[src/hdl/cts_pkg.sv]
// shared types and constants for the cooperative task scheduler
// item structs, opcode and result kind codes, controller command and status groups
// no dependencies
`timescale 1ns / 1ps

package cts_pkg;

	// most run results one dispatch may give
	localparam int MAX_RUNS  = 16;
	localparam int RUN_IDX_W = 4;

	typedef enum logic [1:0] {
		OP_ADD      = 2'd0,
		OP_DELETE   = 2'd1,
		OP_TICK     = 2'd2,
		OP_DISPATCH = 2'd3
	} op_t;

	typedef enum logic [2:0] {
		KIND_ADDED     = 3'd0,
		KIND_FULL      = 3'd1,
		KIND_DELETED   = 3'd2,
		KIND_TICK_DONE = 3'd3,
		KIND_RUN       = 3'd4,
		KIND_NONE      = 3'd5
	} kind_t;

	typedef struct packed {
		op_t         opcode;
		logic [15:0] task_handle;
		logic [31:0] start_delay;
		logic [31:0] period;
		logic [3:0]  slot;
	} in_item_t;

	typedef struct packed {
		kind_t       kind;
		logic [3:0]  slot_res;
		logic [15:0] task_handle_res;
		logic        last;
	} out_item_t;

	// controller to datapath
	typedef struct packed {
		logic start;
		logic idx_inc;
		logic add_wr;
		logic tick_wr;
		logic disp_wr;
		logic fin;
	} cmd_t;

	// datapath to controller
	typedef struct packed {
		logic idx_end;
		logic cur_valid;
		logic pend_nz;
		logic out_free;
		logic hold_valid;
		logic run_last;
	} status_t;

endpackage

[src/hdl/cts_dpath.sv]
// scheduler datapath: slot table memories, valid bits, scan index, result hold and output register
// depends on cts_pkg
`timescale 1ns / 1ps

module cts_dpath #(
	parameter int SLOTS           = 16,
	parameter int RUN_COUNT_WIDTH = 8
) (
	input  logic               clk,
	input  logic               arst_n,
	input  cts_pkg::in_item_t  in_item,
	input  cts_pkg::cmd_t      cmd,
	output cts_pkg::status_t   status,
	output logic               out_valid,
	input  logic               out_ready,
	output cts_pkg::out_item_t out_item
);

	localparam int IW = (SLOTS > 1) ? $clog2(SLOTS) : 1;
	localparam int CW = ((IW + 1) > 5) ? (IW + 1) : 5;
	localparam int RW = RUN_COUNT_WIDTH;

	logic [IW:0]    idx_q;
	logic [IW-1:0]  cur_idx;
	logic [SLOTS-1:0] valid_q;

	logic [15:0] add_handle_q;
	logic [31:0] add_delay_q;
	logic [31:0] add_period_q;

	logic [15:0]   handle_mem [SLOTS];
	logic [31:0]   delay_mem  [SLOTS];
	logic [31:0]   period_mem [SLOTS];
	logic [RW-1:0] pend_mem   [SLOTS];

	logic [15:0]   handle_rd_q;
	logic [31:0]   delay_rd_q;
	logic [31:0]   period_rd_q;
	logic [RW-1:0] pend_rd_q;

	logic               hold_valid_q;
	cts_pkg::out_item_t hold_q;
	logic               out_valid_q;
	cts_pkg::out_item_t out_q;
	logic [cts_pkg::RUN_IDX_W-1:0] run_cnt_q;

	logic [CW-1:0] del_ext;
	logic [IW-1:0] del_idx;
	logic          del_in_range;
	logic          out_free;
	logic          delay_zero;
	logic [31:0]   tick_delay;
	logic [RW-1:0] tick_pend;
	cts_pkg::out_item_t hold_init;

	assign cur_idx      = idx_q[IW-1:0];
	assign del_ext      = CW'(in_item.slot);
	assign del_idx      = del_ext[IW-1:0];
	assign del_in_range = del_ext < CW'(SLOTS);
	assign out_free     = !out_valid_q || out_ready;

	// tick update of one slot
	always_comb begin
		delay_zero = delay_rd_q == 32'd0;
		if (!delay_zero) begin
			tick_delay = delay_rd_q - 32'd1;
		end else if (period_rd_q != 32'd0) begin
			tick_delay = period_rd_q - 32'd1;
		end else begin
			tick_delay = delay_rd_q;
		end
		if (delay_zero && !(&pend_rd_q)) begin
			tick_pend = pend_rd_q + 1'b1;
		end else begin
			tick_pend = pend_rd_q;
		end
	end

	// first hold contents for each opcode
	always_comb begin
		hold_init = '{kind: cts_pkg::KIND_TICK_DONE, slot_res: 4'd0,
			task_handle_res: 16'd0, last: 1'b1};
		unique case (in_item.opcode)
			cts_pkg::OP_ADD:      hold_init.kind = cts_pkg::KIND_FULL;
			cts_pkg::OP_DELETE: begin
				hold_init.kind     = cts_pkg::KIND_DELETED;
				hold_init.slot_res = in_item.slot;
			end
			cts_pkg::OP_TICK:     hold_init.kind = cts_pkg::KIND_TICK_DONE;
			cts_pkg::OP_DISPATCH: hold_init.kind = cts_pkg::KIND_NONE;
			default:              hold_init.kind = cts_pkg::KIND_NONE;
		endcase
	end

	// slot table memories, one write and one registered read at the scan index
	always_ff @(posedge clk) begin
		if (cmd.add_wr) begin
			handle_mem[cur_idx] <= add_handle_q;
			delay_mem[cur_idx]  <= add_delay_q;
			period_mem[cur_idx] <= add_period_q;
			pend_mem[cur_idx]   <= '0;
		end
		if (cmd.tick_wr) begin
			delay_mem[cur_idx] <= tick_delay;
			pend_mem[cur_idx]  <= tick_pend;
		end
		if (cmd.disp_wr) begin
			pend_mem[cur_idx] <= pend_rd_q - 1'b1;
		end
		handle_rd_q <= handle_mem[cur_idx];
		delay_rd_q  <= delay_mem[cur_idx];
		period_rd_q <= period_mem[cur_idx];
		pend_rd_q   <= pend_mem[cur_idx];
	end

	// add fields latched on input transfer
	always_ff @(posedge clk) begin
		if (cmd.start) begin
			add_handle_q <= in_item.task_handle;
			add_delay_q  <= in_item.start_delay;
			add_period_q <= in_item.period;
		end
	end

	// scan index
	always_ff @(posedge clk or negedge arst_n) begin
		if (!arst_n) begin
			idx_q <= '0;
		end else if (cmd.start) begin
			idx_q <= '0;
		end else if (cmd.idx_inc) begin
			idx_q <= idx_q + 1'b1;
		end
	end

	// slot valid bits
	always_ff @(posedge clk or negedge arst_n) begin
		if (!arst_n) begin
			valid_q <= '0;
		end else begin
			if (cmd.start && in_item.opcode == cts_pkg::OP_DELETE && del_in_range) begin
				valid_q[del_idx] <= 1'b0;
			end
			if (cmd.add_wr) begin
				valid_q[cur_idx] <= 1'b1;
			end
			if (cmd.disp_wr && period_rd_q == 32'd0) begin
				valid_q[cur_idx] <= 1'b0;
			end
		end
	end

	// held result and run count
	always_ff @(posedge clk or negedge arst_n) begin
		if (!arst_n) begin
			hold_valid_q <= 1'b0;
			run_cnt_q    <= '0;
		end else if (cmd.start) begin
			hold_valid_q <= in_item.opcode != cts_pkg::OP_DISPATCH;
			run_cnt_q    <= '0;
		end else if (cmd.disp_wr) begin
			hold_valid_q <= 1'b1;
			run_cnt_q    <= run_cnt_q + 1'b1;
		end else if (cmd.fin) begin
			hold_valid_q <= 1'b0;
		end
	end

	always_ff @(posedge clk) begin
		if (cmd.start) begin
			hold_q <= hold_init;
		end else if (cmd.add_wr) begin
			hold_q <= '{kind: cts_pkg::KIND_ADDED, slot_res: 4'(idx_q),
				task_handle_res: 16'd0, last: 1'b1};
		end else if (cmd.disp_wr) begin
			hold_q <= '{kind: cts_pkg::KIND_RUN, slot_res: 4'(idx_q),
				task_handle_res: handle_rd_q, last: 1'b0};
		end
	end

	// output register
	always_ff @(posedge clk or negedge arst_n) begin
		if (!arst_n) begin
			out_valid_q <= 1'b0;
		end else if (cmd.fin || (cmd.disp_wr && hold_valid_q)) begin
			out_valid_q <= 1'b1;
		end else if (out_ready) begin
			out_valid_q <= 1'b0;
		end
	end

	always_ff @(posedge clk) begin
		if (cmd.fin) begin
			if (hold_valid_q) begin
				out_q      <= hold_q;
				out_q.last <= 1'b1;
			end else begin
				out_q <= '{kind: cts_pkg::KIND_NONE, slot_res: 4'd0,
					task_handle_res: 16'd0, last: 1'b1};
			end
		end else if (cmd.disp_wr && hold_valid_q) begin
			out_q      <= hold_q;
			out_q.last <= 1'b0;
		end
	end

	assign out_valid = out_valid_q;
	assign out_item  = out_q;

	assign status.idx_end    = idx_q == (IW + 1)'(SLOTS);
	assign status.cur_valid  = valid_q[cur_idx];
	assign status.pend_nz    = pend_rd_q != '0;
	assign status.out_free   = out_free;
	assign status.hold_valid = hold_valid_q;
	assign status.run_last   = run_cnt_q == cts_pkg::RUN_IDX_W'(cts_pkg::MAX_RUNS - 1);

endmodule

[src/hdl/cts_ctrl.sv]
// scheduler controller: sequences add search, tick and dispatch scans and result delivery
// depends on cts_pkg
`timescale 1ns / 1ps

module cts_ctrl (
	input  logic             clk,
	input  logic             arst_n,
	input  logic             in_valid,
	output logic             in_ready,
	input  cts_pkg::op_t     opcode,
	input  cts_pkg::status_t status,
	output cts_pkg::cmd_t    cmd
);

	typedef enum logic [4:0] {
		ST_IDLE = 5'b00001,
		ST_ADD  = 5'b00010,
		ST_RD   = 5'b00100,
		ST_EX   = 5'b01000,
		ST_FIN  = 5'b10000
	} state_t;

	state_t       state_q, state_d;
	cts_pkg::op_t op_q;

	// opcode of the item in work
	always_ff @(posedge clk or negedge arst_n) begin
		if (!arst_n) begin
			op_q <= cts_pkg::OP_ADD;
		end else if (in_valid && state_q == ST_IDLE) begin
			op_q <= opcode;
		end
	end

	always_ff @(posedge clk or negedge arst_n) begin
		if (!arst_n) begin
			state_q <= ST_IDLE;
		end else begin
			state_q <= state_d;
		end
	end

	// next state and commands
	always_comb begin
		state_d  = state_q;
		cmd      = '0;
		in_ready = 1'b0;
		unique case (state_q)
			ST_IDLE: begin
				in_ready = 1'b1;
				if (in_valid) begin
					cmd.start = 1'b1;
					if (opcode == cts_pkg::OP_ADD) begin
						state_d = ST_ADD;
					end else if (opcode == cts_pkg::OP_DELETE) begin
						state_d = ST_FIN;
					end else begin
						state_d = ST_RD;
					end
				end
			end
			ST_ADD: begin
				if (status.idx_end) begin
					state_d = ST_FIN;
				end else if (!status.cur_valid) begin
					cmd.add_wr = 1'b1;
					state_d    = ST_FIN;
				end else begin
					cmd.idx_inc = 1'b1;
				end
			end
			ST_RD: begin
				if (status.idx_end) begin
					state_d = ST_FIN;
				end else if (!status.cur_valid) begin
					cmd.idx_inc = 1'b1;
				end else begin
					state_d = ST_EX;
				end
			end
			ST_EX: begin
				if (op_q == cts_pkg::OP_TICK) begin
					cmd.tick_wr = 1'b1;
					cmd.idx_inc = 1'b1;
					state_d     = ST_RD;
				end else if (!status.pend_nz) begin
					cmd.idx_inc = 1'b1;
					state_d     = ST_RD;
				end else if (!status.hold_valid || status.out_free) begin
					// any held run goes out, this slot's run takes its place
					cmd.disp_wr = 1'b1;
					if (status.run_last) begin
						state_d = ST_FIN;
					end else begin
						cmd.idx_inc = 1'b1;
						state_d     = ST_RD;
					end
				end
			end
			ST_FIN: begin
				if (status.out_free) begin
					cmd.fin = 1'b1;
					state_d = ST_IDLE;
				end
			end
			default: begin
				state_d = ST_IDLE;
			end
		endcase
	end

endmodule

[src/hdl/cooperative_task_scheduler_core.sv]
// Sequencing: a delete clears its slot's valid bit, if in range, at input transfer and finishes;
// an add scans from slot 0 up to the first free slot; tick and dispatch scan all slots,
// one slot per memory read, with a read step and an execute step for each valid slot;
// a dispatch that reaches 16 runs ends its scan there.
// Throughput: one item at a time; the slot scan through the single table read port sets it.
// Dispatch results leave one per transfer, stalls on out_ready hold the scan.
// Reset: arst_n clears controller, valid bits and output register at once; the slot
// memories are not cleared, so no clearing pass follows reset.
`timescale 1ns / 1ps

module cooperative_task_scheduler_core #(
	parameter int SLOTS           = 16,
	parameter int RUN_COUNT_WIDTH = 8
) (
	input  logic               clk,
	input  logic               arst_n,
	input  logic               in_valid,
	output logic               in_ready,
	input  cts_pkg::in_item_t  in_item,
	output logic               out_valid,
	input  logic               out_ready,
	output cts_pkg::out_item_t out_item
);

	cts_pkg::cmd_t    cmd;
	cts_pkg::status_t status;

	// control sequencer
	cts_ctrl u_ctrl (
		.clk      (clk),
		.arst_n   (arst_n),
		.in_valid (in_valid),
		.in_ready (in_ready),
		.opcode   (in_item.opcode),
		.status   (status),
		.cmd      (cmd)
	);

	// slot table and result registers
	cts_dpath #(
		.SLOTS           (SLOTS),
		.RUN_COUNT_WIDTH (RUN_COUNT_WIDTH)
	) u_dpath (
		.clk       (clk),
		.arst_n    (arst_n),
		.in_item   (in_item),
		.cmd       (cmd),
		.status    (status),
		.out_valid (out_valid),
		.out_ready (out_ready),
		.out_item  (out_item)
	);

endmodule

[config.mk]
export PLATFORM = sky130hd
export DESIGN_NAME = cooperative_task_scheduler_core
export DESIGN_NICKNAME = d
export VERILOG_FILES = /design/src/hdl/cts_pkg.sv /design/src/hdl/cts_dpath.sv /design/src/hdl/cts_ctrl.sv /design/src/hdl/cooperative_task_scheduler_core.sv
export SDC_FILE = /design/constraint.sdc
export NUM_CORES = 2
export LEC_CHECK = 0
export ABC_AREA = 1
export BUFFER_PORTS_ARGS = -buffer_cell sky130_fd_sc_hd__buf_2
export CORE_ASPECT_RATIO = 1.25
export CORE_MARGIN = 8
export CORE_UTILIZATION = 51
export CTS_BUF_LIST = sky130_fd_sc_hd__clkbuf_4 sky130_fd_sc_hd__clkbuf_8 sky130_fd_sc_hd__clkbuf_16
export CTS_CLUSTER_SIZE = 20
export DETAILED_ROUTE_END_ITERATION = 8
export PLACE_DENSITY = 0.75
export SETUP_SLACK_MARGIN = 0.4
export SYNTH_ARGS = -nofsm -noshare
export SYNTH_HDL_FRONTEND = slang
export SYNTH_SLANG_ARGS = --single-unit
[constraint.sdc]
create_clock -name clk -period 8.2 [get_ports clk]
set_input_delay 0.41 -clock clk [delete_from_list [all_inputs] [get_ports clk]]
set_output_delay 0.41 -clock clk [all_outputs]
set_load 0.01 [all_outputs]
; Word-level counts from Yosys, hierarchy flattened
; Memories as Yosys holds them, arrays and structs flattened. A register that Yosys moved wholly into a read port is not among the register bits.
; Cells that the tools add are included.
[word_totals]
ff_bits = 162
latch_bits = 0
mem_bits_rw = 1408
rom_bits = 0
in_bits = 90
out_inout_bits = 26
wordCells = 157
n_memories = 4
[memory_table]
columns = name, words, width, read_ports, rd_ports_with_merged_regs, write_ports, line
row1 = u_dpath.delay_mem, 16, 32, 1, 1, 1, cts_dpath.sv:32  ; logic [31:0] delay_mem [SLOTS];
row2 = u_dpath.period_mem, 16, 32, 1, 1, 1, cts_dpath.sv:33  ; logic [31:0] period_mem [SLOTS];
row3 = u_dpath.handle_mem, 16, 16, 1, 1, 1, cts_dpath.sv:31  ; logic [15:0] handle_mem [SLOTS];
row4 = u_dpath.pend_mem, 16, 8, 1, 1, 1, cts_dpath.sv:34  ; logic [RW-1:0] pend_mem [SLOTS];
[op_classes]
n_addsub = 6
n_mul = 0
div = 0
order_cmp = 5
n_eq_ne = 17
shift = 0
muxes = 71
n_bitwise = 8
reduce_logical = 28
[ops]
columns = cell, n
row1 = $mux 24, 6
row2 = $mux 32, 3
row3 = $mux 5, 14
row4 = $logic_not 32->1, 2
row5 = $sub 32x1->32 const B, 2
row6 = $mux 16, 3
row7 = $and 16x16->16, 2
row8 = $not 16->16, 2
row9 = $reduce_bool 32->1, 1
row10 = $mux 1, 31
row11 = $pmux 5 s5, 1
row12 = $mux 8, 3
row13 = $or 16x16->16, 1
row14 = $lt 4x5->1 const B, 3
row15 = $mux 4, 3
row16 = $pmux 3 s4, 1
row17 = $eq 5x5->1 const B, 2
row18 = $add 8x1->8 const B, 1
row19 = $demux 1 s4, 2
row20 = $ge 4x1->1 const B, 2
row21 = $logic_and 1x1->1, 8
row22 = $reduce_and 8->1, 1
row23 = $reduce_bool 2->1, 4
row24 = $reduce_bool 8->1, 1
row25 = other kinds (25), 36

; Longest topological paths before layout
[logic_depth]
depth_word = 11
ltp_mapped = 18
depth_no_buf = 13

; Modules after synthesis
; From an unflattened synthesis, not the netlist that was laid out.
[unflattened]
hier_cells = 5227
area_unflattened_um2 = 64872.2
[by_module_without_submodules]
columns = mod, instances, cells_per_inst, area_per_inst_um2, seq_area_each_um2
row1 = cts_dpath, 1, 5150, 64363.0, 48371.4
row2 = cts_ctrl, 1, 77, 509.2, 176.4

; Worst setup path after synthesis
; OpenSTA, ideal clock, no wires.
[synth_path]
path_kind = reg-to-reg
startpoint = reg u_dpath.idx_q[0]
endpoint = mem u_dpath.handle_mem[15][0] (enable)
setup_time_ns = 0.455
arrival_ns = 4.056
required_time_ns = 7.745
setup_slack_ns = 3.688
stages_incl_launch_ff = 15
path_buffers = 5
synth_period_minus_slack_ns = 4.512
cell_sequence = dfrtp_1 -> inv_2 -> buf_4 -> buf_2 -> buf_2 -> buf_2 -> ha_1 -> nand2_2 -> inv_2 -> nand2_2 -> inv_2 -> nor2_1 -> nand2_2 -> buf_6 -> nor2_1
[synth_via]
elab_chain_len = 7
word_cells_on_any_way = 8
classes_between = eq/ne (1) / mux (7)
[synth_lines]
columns = item, line
row1 = "start, declared", cts_dpath.sv:23  ; logic [IW:0] idx_q;
row2 = "start signal, assigned", cts_dpath.sv:132  ; idx_q <= idx_q + 1'b1;
row3 = $bmux 1 s4, cts_dpath.sv:211  ; assign status.cur_valid = valid_q[cur_idx];
row4 = $mux 1 (implied by the code), cts_dpath.sv:211
row5 = $mux 1, cts_ctrl.sv:65  ; end else if (!status.cur_valid) begin
row6 = $mux 2, cts_ctrl.sv:63  ; if (status.idx_end) begin
row7 = $mux 1, cts_ctrl.sv:48  ; unique case (state_q)
row8 = $mux 1, cts_dpath.sv:97  ; if (cmd.add_wr) begin
row9 = $mux 1 (implied by the code), cts_dpath.sv:98  ; handle_mem[cur_idx] <= add_handle_q;
row10 = "end, declared", cts_dpath.sv:31
; Several ways; a longest one is shown, not always the timed one. The select of a mux whose other input is x is not followed.

; Final worst setup path
[layout_path]
startpoint = reg u_dpath.idx_q[0]
endpoint = mem u_dpath.period_mem[0][26] (enable)
[layout_via]
elab_chain_len = 7
word_cells_on_any_way = 8
classes_between = eq/ne (1) / mux (7)
[layout_lines]
columns = item, line
row1 = $bmux 1 s4, cts_dpath.sv:211
row2 = $mux 1 (implied by the code), cts_dpath.sv:211
row3 = $mux 1, cts_ctrl.sv:65
row4 = $mux 2, cts_ctrl.sv:63
row5 = $mux 1, cts_ctrl.sv:48
row6 = $mux 1, cts_dpath.sv:97
row7 = $mux 1 (implied by the code), cts_dpath.sv:100  ; period_mem[cur_idx] <= add_period_q;
row8 = "end, declared", cts_dpath.sv:33
; Several ways; a longest one is shown, not always the timed one. The select of a mux whose other input is x is not followed.

==> run_results.csv <==
group,metric,value,unit
status,status,"finished, final reports clean",
worst_hold_path,hold_path_class,"in -> reg",
placement,post_dp_cell_area,67600,um^2
timing,layout_setup_ws,3.30,ns
global_route,grt_pass1_wl,250000,um
yosys,syn_nets,5455,
power_and_ir_drop,p_clk_share,32.4,%
timing,holdWs,0.0895,ns
power_and_ir_drop,switching_power,6.65,mW
power_and_ir_drop,pwr-share-comb,18.3,%
floorplan,die-area,140000,um^2
timing,rsz0062_at_grt,"false",
detailed_routing,finalWirelength,167000,um
clock_network,cts_resized,0,
power_and_ir_drop,p_leak,24.9,nW
yosys,syn_area,65500,um^2
power_and_ir_drop,powerDensity,299,nW/um^2
placement,pre_cts_slack,3.35,ns
yosys,avgSynthCellArea,12.2,um^2
setup_path,critPathMaxStageDelay,0.98,ns
detailed_routing,viasPerCell,5.90,
timing,finalSetupTns,0,ns
timing,fin_crit_sh,59.8,%
detailed_routing,num_vias,43100,
global_route,antenna_found_initial,5,
placement,port-buffer-count,115,
power_and_ir_drop,p_seq_share,49.3,%
timing,clock_skew,0.0253,ns
yosys,synth_area_leaders,"edfxtp_1 70%, o21ai_0 5.9%, nor2_1 5.6%",
global_route,grt_use_total,23.2,%
floorplan,die_x,336,um
yosys,synth_top_area_share,69.7,%
floorplan,core,128000,um^2
cells_and_area,syn_to_final_growth,12.4,%
power_and_ir_drop,p_int,15.4,mW
setup_path,rr_worst_depth,10,
clock_network,post_cts_buffers,0,
detailed_routing,ant_nets,0,
setup_path,end_kind,"register",
floorplan,start_util,51.1,%
setup_path,crit_start,"u_dpath.idx_q[0]$_DFFE_PN0P_",
floorplan,rows,147,
timing,final-hold-violation-count,0,
cells_and_area,instances_no_fill,7305,
yosys,yosysTopAreaCell,"edfxtp_1",
clock_network,clk_pin_slew,0.06,ns
timing,timing.fmax,204,MHz
detailed_routing,drt_iter0_drc,5463,
clock_network,clockBufferDepth,3,
setup_path,endpoint,"u_dpath.period_mem[0][26]$_DFFE_PP_",
cells_and_area,final_area,73600,um^2
clock_network,cts-root-buf,"clkbuf_16",
setup_path,ff2ff_setup_slack,3.30,ns
detailed_routing,drt-pass1-iter-count,6,
clock_network,tritoncts,"built",
flow_run,maxCapViolations,0,
detailed_routing,wire_per_inst,22.8,um
global_route,first_global_vias,42400,
setup_path,crit_chain,"buf_12, nand2_1, nand3_1, nand2_1, nand2_1, nand2_1, nor2_2, nand2_2, nor2_4, buf_4",
placement,gp_congestion,0.923,
power_and_ir_drop,netSwitchingFraction,30.2,%
clock_network,clkSinkCount,1657,
cells_and_area,layout.nets,5571,
yosys,synth_warnings,0,
floorplan,io_pins,116,
yosys,synth.distinct_cells,42,
clock_network,ctsHoldBuffers,84,
timing,relSlewSlack,13.5,%
timing,worst_pin_slew,1.30,ns
setup_path,r2r-end,"u_dpath.period_mem[0][26]$_DFFE_PP_",
timing,slew_violations,0,
placement,hpwl,97100,um
setup_path,startpoint_type,"register",
placement,dp.cells,6937,
timing,setup_viol,0,
floorplan,die_y,417,um
cells_and_area,drive_gt1_share,9.44,%
global_route,grt-ovfl-total,0,
clock_network,clk_latency,0.78,ns
setup_path,r2r_start,"u_dpath.idx_q[0]$_DFFE_PN0P_",
timing,layout_min_cycle_time,4.90,ns
clock_network,cts_buffers,155,
setup_path,crit_path_frequent_cell,"nand2_1",
setup_path,cp.required,8.60,ns
yosys,ys_seq_area_share,74.2,%
setup_path,crit_arrival,5.31,ns
power_and_ir_drop,irDropWorstVdd,0.000222,V
yosys,synth_cells,5349,
clock_network,htreeDepth,4,
detailed_routing,drc,0,
setup_path,cp_slowest_cell,"nor2_4",
yosys,ys_ff_latch,1657,
setup_path,crit_type,"reg -> reg",
setup_path,critPathMaxFanout,231,
global_route,grt_max_degree,232,
-- synthesized netlist by cell type (all sizes together) --
library cell,instances
xor2,17
and3,2
xnor2,20
nand3,76
a31oi,1
o21ai,775
dfxtp,104
nor3,12
dfrtp,33
nor4,1
buf,90
or2,6
ha,16
nand2,707
clkbuf,213
nand4,105
nand3b,1
nor2,1002
o22ai,353
edfxtp,1519
o211ai,3
o21a,4
inv,213
a21oi,70
o21bai,4
dfstp,1
o31ai,1
-- registers in the layout (all words and copies together) (netlist names) --
signal,count
u_dpath.pend_mem,128
u_dpath.out_valid,1
u_dpath.period_rd_q,32
u_dpath.handle_mem,256
u_dpath.valid_q,16
u_dpath.out_item,24
u_dpath.add_handle_q,16
u_dpath.add_delay_q,32
u_dpath.run_cnt_q,4
u_dpath.hold_valid_q,1
u_dpath.delay_mem,512
u_dpath.pend_rd_q,8
u_dpath.handle_rd_q,16
u_dpath.idx_q,5
u_dpath.delay_rd_q,32
u_dpath.add_period_q,32
u_dpath.period_mem,512
u_dpath.hold_q,23
u_ctrl.state_q,5
u_ctrl.op_q,2
-- power by group through the flow --
stage               registers, mW  logic [mW]  clock network, mW
floorplan                    10.6        2.79                  0
global placement             11.0        3.82                  0
detailed placement           11.0        3.93                  0
CTS                          10.8        3.99               7.19
global route                 10.9        4.46               7.50
finish                       10.9        4.03               7.13
-- layout by cell type (no fill, tap or decap), types with 7 or more instances in the layout --
cell	instances
bufinv_16	7
clkinv_2	23
ha_1	16
nand2_1	698
nor2_1	959
dlygate4sd3_1	84
xor2_1	17
xnor2_1	20
nand2_2	8
nand3_1	75
nor3_1	11
dfxtp_1	104
o22ai_1	353
clkbuf_4	43
nor2_4	36
buf_4	62
o21ai_0	768
edfxtp_1	1519
inv_2	13
buf_2	115
clkbuf_16	159
clkbuf_8	11
a21oi_1	65
nand4_1	105
inv_1	196
dfrtp_1	31
clkinv_1	23
-- cell type report --
| type | count | area (um^2) |
|---|---|---|
| Clock inverter | 70 | 652 |
| Fill cell | 9975 | 54500 |
| Multi-Input combinational cell | 3176 | 15000 |
| Tap cell | 1713 | 2140 |
| Sequential cell | 1657 | 48600 |
| Timing Repair Buffer | 262 | 1900 |
| Antenna cell | 1 | 2.50 |
| Clock buffer | 213 | 4450 |
| Inverter | 213 | 820 |
-- layer usage --
layer,track usage (%),share of wire [%],up-vias,wire length [um]
met5,0,0,-,0
met4,10.8,4.7,0,7830
met3,3.41,8.2,432,13600
met2,39.1,49,2189,82200
met1,29.6,38,21100,63000
li1,-,-,19400,-
-- per-stage QoR --
| step | power, mW | utilization [%] |
|---|---|---|
| floorplan | 13.4 | - |
| global route | 22.9 | 57.5 |
| detailed placement | 15.0 | 52.8 |
| global placement | 14.8 | 52.8 |
| finish | 22.0 | 57.5 |
| CTS | 22.0 | 57.5 |
-- cell families after synthesis --
kind of cell               share of synthesized area (%)
buffers and inverters                               3.18
and+or+nand+nor                                     11.8
DFF                                                 74.2
AOI/OAI and AO/OA                                   10.0
xor gates and xnor gates                           0.495
adders and majority gates                          0.306
-- how the worst min path moves through the flow --
stage                                 endpoint                            start  cells past startpoint
6_report         u_ctrl.state_q[4]$_DFFE_PN0P_                        out_ready                      6
5_1_grt          u_dpath.out_valid$_DFFE_PN0P_                        out_ready                      5
4_1_cts          u_ctrl.state_q[4]$_DFFE_PN0P_                        out_ready                      6
3_5_place_dp   u_dpath.hold_q[12]$_SDFFE_PP0N_  u_dpath.handle_rd_q[11]$_DFF_P_                      2
3_3_place_gp    u_dpath.hold_q[6]$_SDFFE_PP0N_   u_dpath.handle_rd_q[5]$_DFF_P_                      2
2_1_floorplan       u_ctrl.op_q[0]$_DFFE_PN0N_                           arst_n                      0
-- worst max-delay path: cells and delay by family (launching register included) --
kind	cells	cell delay [ns]
and+or+nand+nor	8	2.18
buffers and inverters	2	1.25
DFF	1	0.85
No activity file was read; power rests on OpenSTA's default activity.
